$ cat config.mk
export PLATFORM = sky130hd
export DESIGN_NAME = sbvg_div
export DESIGN_NICKNAME = d
export VERILOG_FILES = /design/src/rtl/sbvg_pkg.sv /design/src/rtl/sbvg_div.sv
export SDC_FILE = /design/constraint.sdc
export NUM_CORES = 1
export LEC_CHECK = 0
export BUFFER_PORTS_ARGS = -buffer_cell sky130_fd_sc_hd__buf_2
export CORE_MARGIN = 3
export CORE_UTILIZATION = 45
export DETAILED_ROUTE_END_ITERATION = 12
export RECOVER_POWER = 25
export SYNTH_ARGS = -nofsm -noshare
export SYNTH_HDL_FRONTEND = slang
export SYNTH_SLANG_ARGS = --single-unit
$ cat constraint.sdc
create_clock -name aclk -period 5.3 [get_ports aclk]
set_clock_uncertainty 0.05 [all_clocks]
set_input_delay 0.53 -clock aclk [delete_from_list [all_inputs] [get_ports aclk]]
set_output_delay 0.53 -clock aclk [all_outputs]
set_load 0.01 [all_outputs]
$ cat src/rtl/sbvg_pkg.sv
// Shared types, constants and tables for the sphere band vertex generator.
`timescale 1ns / 1ps

package sbvg_pkg;

    // Configuration register indexes
    typedef enum logic [1:0] {
        CFG_RADIUS   = 2'd0,
        CFG_LAT_SEGS = 2'd1,
        CFG_LNG_SEGS = 2'd2,
        CFG_UNUSED   = 2'd3
    } cfg_index_t;

    // Angle divider: numerator bits, divisor bits, kept quotient bits
    localparam int DIV_NW = 27;
    localparam int DIV_DW = 9;
    localparam int DIV_QW = 16;

    // CORDIC datapath widths (Q2.30 vectors, turn-scaled angle)
    localparam int CRD_XW = 33;
    localparam int CRD_ZW = 34;
    localparam logic signed [CRD_XW-1:0] CORDIC_K_Q30 = 33'sd652032874;

    // Result range, signed Q8.8
    localparam int OUT_W = 17;

    typedef logic signed [15:0] q15_t;
    typedef logic signed [OUT_W-1:0] coord_t;

    // atan(2^-k) in units of 2^-32 turn
    localparam logic [31:0] ATAN_TURNS [24] = '{
        32'h20000000, 32'h12E4051E, 32'h09FB385B, 32'h051111D4, 32'h028B0D43, 32'h0145D7E1,
        32'h00A2F61E, 32'h00517C55, 32'h0028BE53, 32'h00145F2F, 32'h000A2F98, 32'h000517CC,
        32'h00028BE6, 32'h000145F3, 32'h0000A2FA, 32'h0000517D, 32'h000028BE, 32'h0000145F,
        32'h00000A30, 32'h00000518, 32'h0000028C, 32'h00000146, 32'h000000A3, 32'h00000051
    };

endpackage

$ cat src/rtl/sbvg_div.sv
// Pipelined restoring divider, one quotient bit per stage, low quotient bits kept.
`timescale 1ns / 1ps

module sbvg_div (
    input  logic                          aclk,
    input  logic                          aresetn,
    input  logic                          en,
    input  logic                          in_valid,
    input  logic [sbvg_pkg::DIV_NW-1:0]   in_num,
    input  logic [sbvg_pkg::DIV_DW-1:0]   divisor,
    output logic                          out_valid,
    output logic [sbvg_pkg::DIV_QW-1:0]   out_quo
);
    import sbvg_pkg::*;

    logic [DIV_DW-1:0] rem_w [DIV_NW+1];
    logic [DIV_NW-1:0] num_w [DIV_NW+1];
    logic [DIV_QW-1:0] quo_w [DIV_NW+1];
    logic              vld_w [DIV_NW+1];

    assign rem_w[0] = '0;
    assign num_w[0] = in_num;
    assign quo_w[0] = '0;
    assign vld_w[0] = in_valid;

    // one shift-compare-subtract per stage
    for (genvar s = 0; s < DIV_NW; s++) begin : g_stage
        logic [DIV_DW:0]   trial;
        logic              ge;
        logic [DIV_DW-1:0] rem_reg;
        logic [DIV_NW-1:0] num_reg;
        logic [DIV_QW-1:0] quo_reg;
        logic              vld_reg;

        assign trial = {rem_w[s], num_w[s][DIV_NW-1]};
        assign ge    = (trial >= {1'b0, divisor});

        always_ff @(posedge aclk) begin
            if (!aresetn) begin
                vld_reg <= 1'b0;
            end else if (en) begin
                vld_reg <= vld_w[s];
            end
        end

        always_ff @(posedge aclk) begin
            if (en) begin
                rem_reg <= ge ? DIV_DW'(trial - {1'b0, divisor}) : trial[DIV_DW-1:0];
                num_reg <= {num_w[s][DIV_NW-2:0], 1'b0};
                quo_reg <= {quo_w[s][DIV_QW-2:0], ge};
            end
        end

        assign rem_w[s+1] = rem_reg;
        assign num_w[s+1] = num_reg;
        assign quo_w[s+1] = quo_reg;
        assign vld_w[s+1] = vld_reg;
    end

    assign out_valid = vld_w[DIV_NW];
    assign out_quo   = quo_w[DIV_NW];

endmodule

==> impl_metrics.toml <==
[drt]
drt_iter0_drc = 1254
vias = 20600
drc = 0
dr.pass1.iters = 6
wl_per_cell_um = 17.6
avgViaCountPerCell = 5.50
drtAntennaViolNets = 0
routed_wirelength_mm = 66.0

[sta]
fin_crit_sh_pct = 58.6
slew_headroom_pct = 26.9
period_needed_ns = 3.11
max_slew.worst_pin.slew_ns = 1.10
setup_viol = 0
fmax_mhz = 322
drv_slew = 0
fin_setup_tns_ns = 0
rsz0062_at_grt = "false"
worst_slack_ns = 2.19
holdWs_ns = 0.0449
hold_viol_final = 0

[floorplan]
die_y_um = 288
dieArea_um2 = 82900
die-width_um = 288
row_count = 102
io-pin-count = 57
initial_core_util_pct = 45.8
coreArea_um2 = 78100

[run]
maxCapViolations = 0

[clock_tree]
cts_tree = "yes"
cts_made_buffers = 83
clockRootBuffer = "clkbuf_16"
clkSinkCount = 748
cts_buffer_depth = 3
cts_setup_buffers = 0
worstSkewPairLatency_ns = 0.63
htree_levels = 3
clk_pin_slew_ns = 0.06

[worst_hold_path]
hold_start = "in_num[7]"
hold_end = "g_stage[0].num_reg[8]$_DFFE_PP_"
hold_class = "input port to flip-flop"
min_delay_path_depth = 1

[power_and_ir_drop]
power_density_nw_per_um2 = 548
power_mw = 22.1
power.leakage_nw = 15.1
peakVddDrop_mv = 0.281

[synthesis]
ys_top_cells_by_area = "edfxtp_1, ha_1, mux2_2"
synth_area_um2 = 35800
yosysMostFrequentCell = "edfxtp_1"
synth-edff-count = 721
synth_warnings = 0
syn_nets = 2792
synth_top_cell_area_share_pct = 60.5
synth.avg_cell_area_um2 = 14.4
netlist_instances = 2491
yosys.area.top_type = "edfxtp_1"
ys_ff_latch = 748
yosys-top-cells-count = "edfxtp_1, ha_1, a21oi_1"
synth_ff_type = "edfxtp_1"
ys_types = 65
async_reset_ff_share_pct = 0
synth-seq-area-share_pct = 62.0

[layout]
fin_nets = 2952
largest_reg_flops = 351
drive_gt1_share_pct = 14.0
fillers = 6540
instances_no_fill = 3753
antenna_cells = 0
syn_to_final_growth_pct = 12.7

[setup_path]
path_class = "input port to flip-flop"
r2r_slack_ns = 2.53
regToRegEndpoint = "g_stage[2].rem_reg[3]$_DFFE_PP_"
r2r_cells = 8
cp.arrival_ns = 3.43
path_max_fanout = 27
end_kind = "flip-flop"
r2r_start = "g_stage[1].num_reg[26]$_DFFE_PP_"
crit_required_ns = 5.63
start_kind = "input port"

[global_route]
grt_max_degree = 129
grt_usage_pct = 15.9
overflow = 0
grt_pass1_vias = 20800
grt_first_pass_wirelength_mm = 106
antenna_found_initial = 0

[run_status]
status = "complete, no violations"

[placed_design]
dp_cells = 3581
dp_slack_ns = 1.52
hpwlAfterDp_mm = 42.8
port_buffers = 56
globalplace.congestion = 0.861
-- logic make-up (layout without fill, tap and decap cells) --
kind of cell | count (synthesis) | count (layout) | share of synthesized area, %
AOI/OAI and AO/OA | 585 | 585 | 11.2
xor gates and xnor gates | 101 | 101 | 2.47
adders and majority gates | 261 | 261 | 9.65
buffers and inverters | 171 | 393 | 1.91
DFF | 748 | 748 | 62.0
muxes | 209 | 209 | 6.65
and+or+nand+nor | 416 | 416 | 6.09
-- layout by cell type (no fill, tap or decap), drive strengths merged, types with 9 or more instances in the layout --
cell type	instances
a2111oi	10
a211o	22
a21boi	54
a21o	65
a21oi	171
a221oi	14
a22oi	11
a31oi	12
and3	24
buf	72
clkbuf	94
clkinv	39
dfxtp	27
dlygate4sd3	25
edfxtp	721
fa	25
ha	236
inv	153
mux2	148
mux2i	61
nand2	54
nand2b	9
nand3	40
nand3b	12
nand4	14
nor2	127
nor2b	56
nor3	52
nor4b	11
o211ai	33
o21a	51
o21ai	56
o2bb2ai	11
o31ai	35
o32ai	11
xnor2	87
xor2	14
-- metrics by stage --
stage	utilization, %	area (um^2)
after floorplan	-	35800
after global placement	47.9	37400
after detailed placement	47.9	37400
after CTS	51.6	40300
after global routing	51.6	40300
final	51.6	40300
-- worst max-delay path, stage by stage --
cell      delay (ns)
buf_2           0.78
ha_1            0.30
inv_1           0.06
fa_1            0.39
a21o_1          0.20
a221oi_2        0.40
a21bo_2         0.36
mux2_2          0.37
-- how the worst max path moves through the flow --
stage	start	to	slack, ns	cells after the start
after detailed placement	divisor[0]	g_stage[2].rem_reg[3]$_DFFE_PP_	1.52	8
after global routing	divisor[0]	g_stage[22].rem_reg[8]$_DFFE_PP_	2.05	9
final	divisor[0]	g_stage[2].rem_reg[3]$_DFFE_PP_	2.19	8
after floorplan	divisor[1]	g_stage[5].rem_reg[1]$_DFFE_PP_	1.42	8
after CTS	divisor[0]	g_stage[2].rem_reg[3]$_DFFE_PP_	2.22	8
after global placement	divisor[0]	g_stage[8].rem_reg[2]$_DFFE_PP_	1.60	9
-- repair_timing --
item / in CTS / in global routing
hold buffers: 25 / 0
gates resized for setup: 0 / 0
endpoints found under the hold margin: 25 / 0
-- layout make-up --
| type | instances | area (um^2) | area share [%] |
|---|---|---|---|
| Sequential cell | 748 | 22200 | 55.1 |
| Tap cell | 1040 | 1300 | 3.23 |
| Timing Repair Buffer | 97 | 723 | 1.79 |
| Clock inverter | 53 | 458 | 1.14 |
| Multi-Input combinational cell | 1572 | 12900 | 32.0 |
| Clock buffer | 94 | 2160 | 5.36 |
| Inverter | 149 | 572 | 1.42 |
-- per-layer routing --
metal | GRT usage, % | vias up | routed length, um
met5 | 0 | - | 0
met3 | 2.98 | 157 | 2610
li1 | - | 10000 | -
met4 | 6.00 | 0 | 2320
met1 | 20.1 | 10100 | 28800
met2 | 27.2 | 422 | 32300
-- where the power goes --
part	switching [mW]	total [mW]	internal, mW
logic	4.05	7.79	3.74
registers	0.613	8.78	8.16
clock network	2.29	5.52	3.22
(Power assumes the default switching activity.)
