### src/rtl/sbvg_pkg.sv
// Shared types, constants and tables for the sphere band vertex generator.
`timescale 1ns / 1ps

package sbvg_pkg;

    // Configuration register indexes
    typedef enum logic [1:0] {
        CFG_RADIUS   = 2'd0,
        CFG_LAT_SEGS = 2'd1,
        CFG_LNG_SEGS = 2'd2,
        CFG_UNUSED   = 2'd3
    } cfg_index_t;

    // Angle divider: numerator bits, divisor bits, kept quotient bits
    localparam int DIV_NW = 27;
    localparam int DIV_DW = 9;
    localparam int DIV_QW = 16;

    // CORDIC datapath widths (Q2.30 vectors, turn-scaled angle)
    localparam int CRD_XW = 33;
    localparam int CRD_ZW = 34;
    localparam logic signed [CRD_XW-1:0] CORDIC_K_Q30 = 33'sd652032874;

    // Result range, signed Q8.8
    localparam int OUT_W = 17;

    typedef logic signed [15:0] q15_t;
    typedef logic signed [OUT_W-1:0] coord_t;

    // atan(2^-k) in units of 2^-32 turn
    localparam logic [31:0] ATAN_TURNS [24] = '{
        32'h20000000, 32'h12E4051E, 32'h09FB385B, 32'h051111D4, 32'h028B0D43, 32'h0145D7E1,
        32'h00A2F61E, 32'h00517C55, 32'h0028BE53, 32'h00145F2F, 32'h000A2F98, 32'h000517CC,
        32'h00028BE6, 32'h000145F3, 32'h0000A2FA, 32'h0000517D, 32'h000028BE, 32'h0000145F,
        32'h00000A30, 32'h00000518, 32'h0000028C, 32'h00000146, 32'h000000A3, 32'h00000051
    };

endpackage

### src/rtl/sbvg_cordic.sv
// Pipelined rotation-mode CORDIC: sine and cosine of a Q0.16 turn angle in Q1.15.
`timescale 1ns / 1ps

module sbvg_cordic #(
    parameter int STAGES = 16
) (
    input  logic             aclk,
    input  logic             aresetn,
    input  logic             en,
    input  logic             in_valid,
    input  logic [15:0]      in_angle,
    output logic             out_valid,
    output sbvg_pkg::q15_t   out_sin,
    output sbvg_pkg::q15_t   out_cos
);
    import sbvg_pkg::*;

    logic signed [CRD_XW-1:0] x_w [STAGES+1];
    logic signed [CRD_XW-1:0] y_w [STAGES+1];
    logic signed [CRD_ZW-1:0] z_w [STAGES+1];
    logic                     flip_w [STAGES+1];
    logic                     vld_w  [STAGES+1];

    // front stage: fold the far half turn onto the near one
    logic [15:0] quarter_sum;
    logic        flip;
    logic [15:0] folded;
    logic signed [CRD_XW-1:0] x0_reg, y0_reg;
    logic signed [CRD_ZW-1:0] z0_reg;
    logic                     flip0_reg, vld0_reg;

    assign quarter_sum = in_angle + 16'd16384;
    assign flip        = quarter_sum[15];
    assign folded      = flip ? (in_angle ^ 16'h8000) : in_angle;

    always_ff @(posedge aclk) begin
        if (!aresetn) begin
            vld0_reg <= 1'b0;
        end else if (en) begin
            vld0_reg <= in_valid;
        end
    end

    always_ff @(posedge aclk) begin
        if (en) begin
            x0_reg    <= CORDIC_K_Q30;
            y0_reg    <= '0;
            z0_reg    <= {{2{folded[15]}}, folded, 16'd0};
            flip0_reg <= flip;
        end
    end

    assign x_w[0]    = x0_reg;
    assign y_w[0]    = y0_reg;
    assign z_w[0]    = z0_reg;
    assign flip_w[0] = flip0_reg;
    assign vld_w[0]  = vld0_reg;

    // micro-rotations
    for (genvar k = 0; k < STAGES; k++) begin : g_iter
        logic signed [CRD_XW-1:0] dx, dy;
        logic signed [CRD_ZW-1:0] da;
        logic signed [CRD_XW-1:0] x_reg, y_reg;
        logic signed [CRD_ZW-1:0] z_reg;
        logic                     flip_reg, vld_reg;

        assign dx = y_w[k] >>> k;
        assign dy = x_w[k] >>> k;
        assign da = $signed({2'b00, ATAN_TURNS[k]});

        always_ff @(posedge aclk) begin
            if (!aresetn) begin
                vld_reg <= 1'b0;
            end else if (en) begin
                vld_reg <= vld_w[k];
            end
        end

        always_ff @(posedge aclk) begin
            if (en) begin
                if (!z_w[k][CRD_ZW-1]) begin
                    x_reg <= x_w[k] - dx;
                    y_reg <= y_w[k] + dy;
                    z_reg <= z_w[k] - da;
                end else begin
                    x_reg <= x_w[k] + dx;
                    y_reg <= y_w[k] - dy;
                    z_reg <= z_w[k] + da;
                end
                flip_reg <= flip_w[k];
            end
        end

        assign x_w[k+1]    = x_reg;
        assign y_w[k+1]    = y_reg;
        assign z_w[k+1]    = z_reg;
        assign flip_w[k+1] = flip_reg;
        assign vld_w[k+1]  = vld_reg;
    end

    // back stage: round to Q1.15, undo the fold, saturate
    logic signed [CRD_XW-1:0] x_rnd, y_rnd;
    logic signed [18:0]       x_s, y_s, x_f, y_f;
    q15_t                     cos_reg, sin_reg;
    logic                     vld_out_reg;

    assign x_rnd = x_w[STAGES] + 33'sd16384;
    assign y_rnd = y_w[STAGES] + 33'sd16384;
    assign x_s   = 19'(x_rnd >>> 15);
    assign y_s   = 19'(y_rnd >>> 15);
    assign x_f   = flip_w[STAGES] ? -x_s : x_s;
    assign y_f   = flip_w[STAGES] ? -y_s : y_s;

    always_ff @(posedge aclk) begin
        if (!aresetn) begin
            vld_out_reg <= 1'b0;
        end else if (en) begin
            vld_out_reg <= vld_w[STAGES];
        end
    end

    always_ff @(posedge aclk) begin
        if (en) begin
            cos_reg <= (x_f > 19'sd32767) ? 16'sh7FFF :
                       (x_f < -19'sd32768) ? 16'sh8000 : x_f[15:0];
            sin_reg <= (y_f > 19'sd32767) ? 16'sh7FFF :
                       (y_f < -19'sd32768) ? 16'sh8000 : y_f[15:0];
        end
    end

    assign out_valid = vld_out_reg;
    assign out_cos   = cos_reg;
    assign out_sin   = sin_reg;

endmodule

### config.mk
export PLATFORM = sky130hd
export DESIGN_NAME = sbvg_cordic
export DESIGN_NICKNAME = d
export VERILOG_FILES = /design/src/rtl/sbvg_pkg.sv /design/src/rtl/sbvg_cordic.sv
export SDC_FILE = /design/constraint.sdc
export NUM_CORES = 2
export LEC_CHECK = 0
export BUFFER_PORTS_ARGS = -buffer_cell sky130_fd_sc_hd__clkbuf_2
export CAP_MARGIN = 10
export CELL_PAD_IN_SITES_DETAIL_PLACEMENT = 0
export CELL_PAD_IN_SITES_GLOBAL_PLACEMENT = 1
export CORE_ASPECT_RATIO = 1.2
export CORE_MARGIN = 5
export CORE_UTILIZATION = 47
export DETAILED_ROUTE_END_ITERATION = 7
export GPL_TIMING_DRIVEN = 1
export PLACE_DENSITY_LB_ADDON = 0.05
export SLEW_MARGIN = 40
export SYNTH_ARGS = -nofsm -noshare
export SYNTH_HDL_FRONTEND = slang
export SYNTH_SLANG_ARGS = --single-unit
### constraint.sdc
create_clock -name aclk -period 4.5 [get_ports aclk]
set_clock_uncertainty 0.05 [all_clocks]
set_input_delay 1.125 -clock aclk [delete_from_list [all_inputs] [get_ports aclk]]
set_output_delay 1.125 -clock aclk [all_outputs]
set_load 0.01 [all_outputs]
==> metrics.txt <==
P&R area growth vs syn 19.4%; pre-CTS setup slack -491 ps; Fmax 0.219 GHz; vias in the first global route 95,748; DIE WIDTH 471 um; Largest register FFs 482; final number of hold-violating endpoints 0; fraction of layout cells with a size suffix above 1 0.168; Initial Utilization 0.471; Tcrit/Tclk final 1.01; Synth Warn # 0; Hold-fix buffers, CTS 0; endpoint class of the critical path register; #FFs+latches synth 1,457; Synth area leader edfxtp_1; worst hold path class reg2reg; non-filler instance count after layout 17,362; min Tclk post-route 4560 ps; sequence of cells on the critical path nor3_2 -> nand2b_1 -> nor4_1 -> buf_4 -> nor3b_4 -> buf_6 -> a21oi_2 -> xnor2_1 -> ha_1 -> a21o_1 -> a21o_1 -> a21oi_2 -> o21ai_2 -> or3_4 -> o211a_4 -> or3b_4 -> a31o_4 -> a21o_1 -> a21oi_2 -> xnor2_1; Critical Path Source Type register; overall routed net length 350,000 um; Boundary Pins 53; Cells after Synth 12,399; Worst Path Max Fanout 4; DRT iter0 DRCs 5,780; htree depth 4; Placer Congestion 0.948; Routed WL per cell 20.1 um; CP Class reg2reg; TritonCTS clock tree built; Die Footprint 0.265 mm^2; final setup margin -59.0 ps; placeable core region 0.255 mm^2; drc violations 0; latest clock arrival within the worst-skew pair 850 ps; Worst EP arrival 5080 ps; worst slew pin tran 772 ps; die span in y 563 um; syn avg cell area 9.67 um^2; Fin Setup TNS -59.0 ps; clock-pin slew on the worst setup and hold paths 60 ps; first-pass detailed-route iteration total 6; Slew Limit Headroom 0.486; Area after DPL 0.134 mm^2; status finished with violations; Cell Area, Synth 0.120 mm^2; synth unique cells 108; Slew Limit Fails 0; Synth top area share 0.360; Most used DFF post-synth edfxtp_1; Seq/Total Area, Yosys 0.363; Buffers on Ports 52; total track usage 0.253; dpl cells 16,906; failing checks setup timing; Clock Sinks 1,457; clock tree root buffer cell clkbuf_16; first-pass GRT wire length 538,000 um; initial antenna violation count 10; max cap viols 0; Num CTS Buffers 174; finished layout cell area 0.143 mm^2; Final #Nets 15,249; worst endpoint required time 5020 ps; syn_nets 13,807; number of synthesized flops with an enable pin 1,439; Clock Tree Buf Depth 4; Synth area leaders edfxtp_1 36%, ha_1 14%, xnor2_1 8.3%, a21oi_1 5.5%, xor2_1 4.8%; RSZ-0062 raised after global routing true; DPL Wire Length 282,000 um; critical path's slowest cell edfxtp_1; Vias 97,554; remaining antenna violation count 0; largest net degree at the start of global routing 137; Finish-stage setup viols 1; # rows 203; routed vias/inst 5.62; slowest stage delay, CP 410 ps; asr flop ratio synth 0; global-route congestion overflow total 0
-- cells by family (layout without fill, tap and decap cells) --
family,after synthesis,after routing,share of synthesized area
other cells,1,9,0.0000313
mux,137,137,0.0120
flops,1457,1457,0.363
compound gates,3632,3632,0.191
buf+inv,698,2271,0.0220
fa+ha+maj,1388,1388,0.147
simple gates,3293,3293,0.133
xor+xnor,1793,1793,0.131
-- cell usage after synthesis, drive strengths merged, types with 84 or more instances --
cell type	count
nor2b	185
nand2	541
inv	516
or3	86
nand4	89
nor2	1197
a21o	544
nand2b	165
mux2i	84
ha	1348
nor4	103
xor2	653
o21a	242
and3	92
o21ai	606
nand3	185
edfxtp	1439
a31oi	124
nor3	375
a21oi	1327
a211oi	110
o21bai	148
xnor2	1140
clkbuf	131
-- per-layer routing --
metal / GRT usage / routed length (um) / up-vias / part of all wire
met5: 0 / 82 / - / 0.00023
met4: 0.0995 / 16300 / 12 / 0.047
met3: 0.0265 / 11900 / 625 / 0.034
met2: 0.456 / 174000 / 1721 / 0.50
met1: 0.311 / 147000 / 46299 / 0.42
li1: - / - / 48897 / -
-- worst paths after layout --
check                                           end  cells after the start  slack, ps           startpoint
worst min register to register  g_iter[14].flip_reg                      0        360  g_iter[13].flip_reg
worst max register to register  g_iter[4].y_reg[29]                     20        -60   g_iter[3].x_reg[8]
worst max-delay path            g_iter[4].y_reg[29]                     20        -60   g_iter[3].x_reg[8]
worst min-delay path            g_iter[14].flip_reg                      0        360  g_iter[13].flip_reg
-- area by class of cell --
type	count	area [um^2]
inverter	518	1950
clock inverter	112	1310
tap	3382	4230
sequential	1457	43600
clock buffer	195	4500
multi-input combinational	10244	76400
timing repair buffer	1446	11200
antenna	8	20.0
fill	22556	111000
-- per-stage QoR --
step | hold slack, ps | util
final | 359 | 0.563
after global routing | 351 | 0.563
after CTS | 337 | 0.550
after detailed placement | 356 | 0.525
after global placement | 350 | 0.525
after floorplan | 350 | -
-- critical path, delay by kind of cell, from the launching register on --
family / cells / cell delay [ps]
flip-flops: 1 / 410
adder cells (fa/ha/maj): 1 / 270
buffers and inverters: 2 / 320
XOR/XNOR: 2 / 240
AO/OA/AOI/OAI: 9 / 1470
AND/OR/NAND/NOR: 6 / 1560
-- repair_timing --
item                       in CTS  in global routing
pin swaps                      28                267
gates resized for setup       115                487
setup endpoints to repair      80                190
cloned                          0                  0
buffers inserted               21                121
-- cells in the final DEF, fill, tap and decap left out, types with 38 or more instances in the layout --
cell type     n
fa_1         40
a31oi_1     108
nor3_1      332
o31ai_1      54
mux2i_1      82
nand2b_1    164
clkbuf_16   177
o211ai_1     59
clkbuf_2     51
nand4_1      86
nor4_1       67
or3_1        74
o21ai_0     549
inv_1       508
xor2_1      649
edfxtp_1   1439
nand3_1     179
xnor2_1    1118
o21ai_1      38
a21o_1      544
ha_1       1335
nand2_1     521
o21a_1      242
a21oi_2      83
mux2_2       53
a21oi_1    1241
nor2b_1     178
and3_1       88
and2_1       42
a211oi_1     94
o21bai_1    145
buf_4      1341
nor2_1     1165
Power is not shown: default switching activity piles up to over one toggle a cycle in this logic, so the estimate is an artifact.
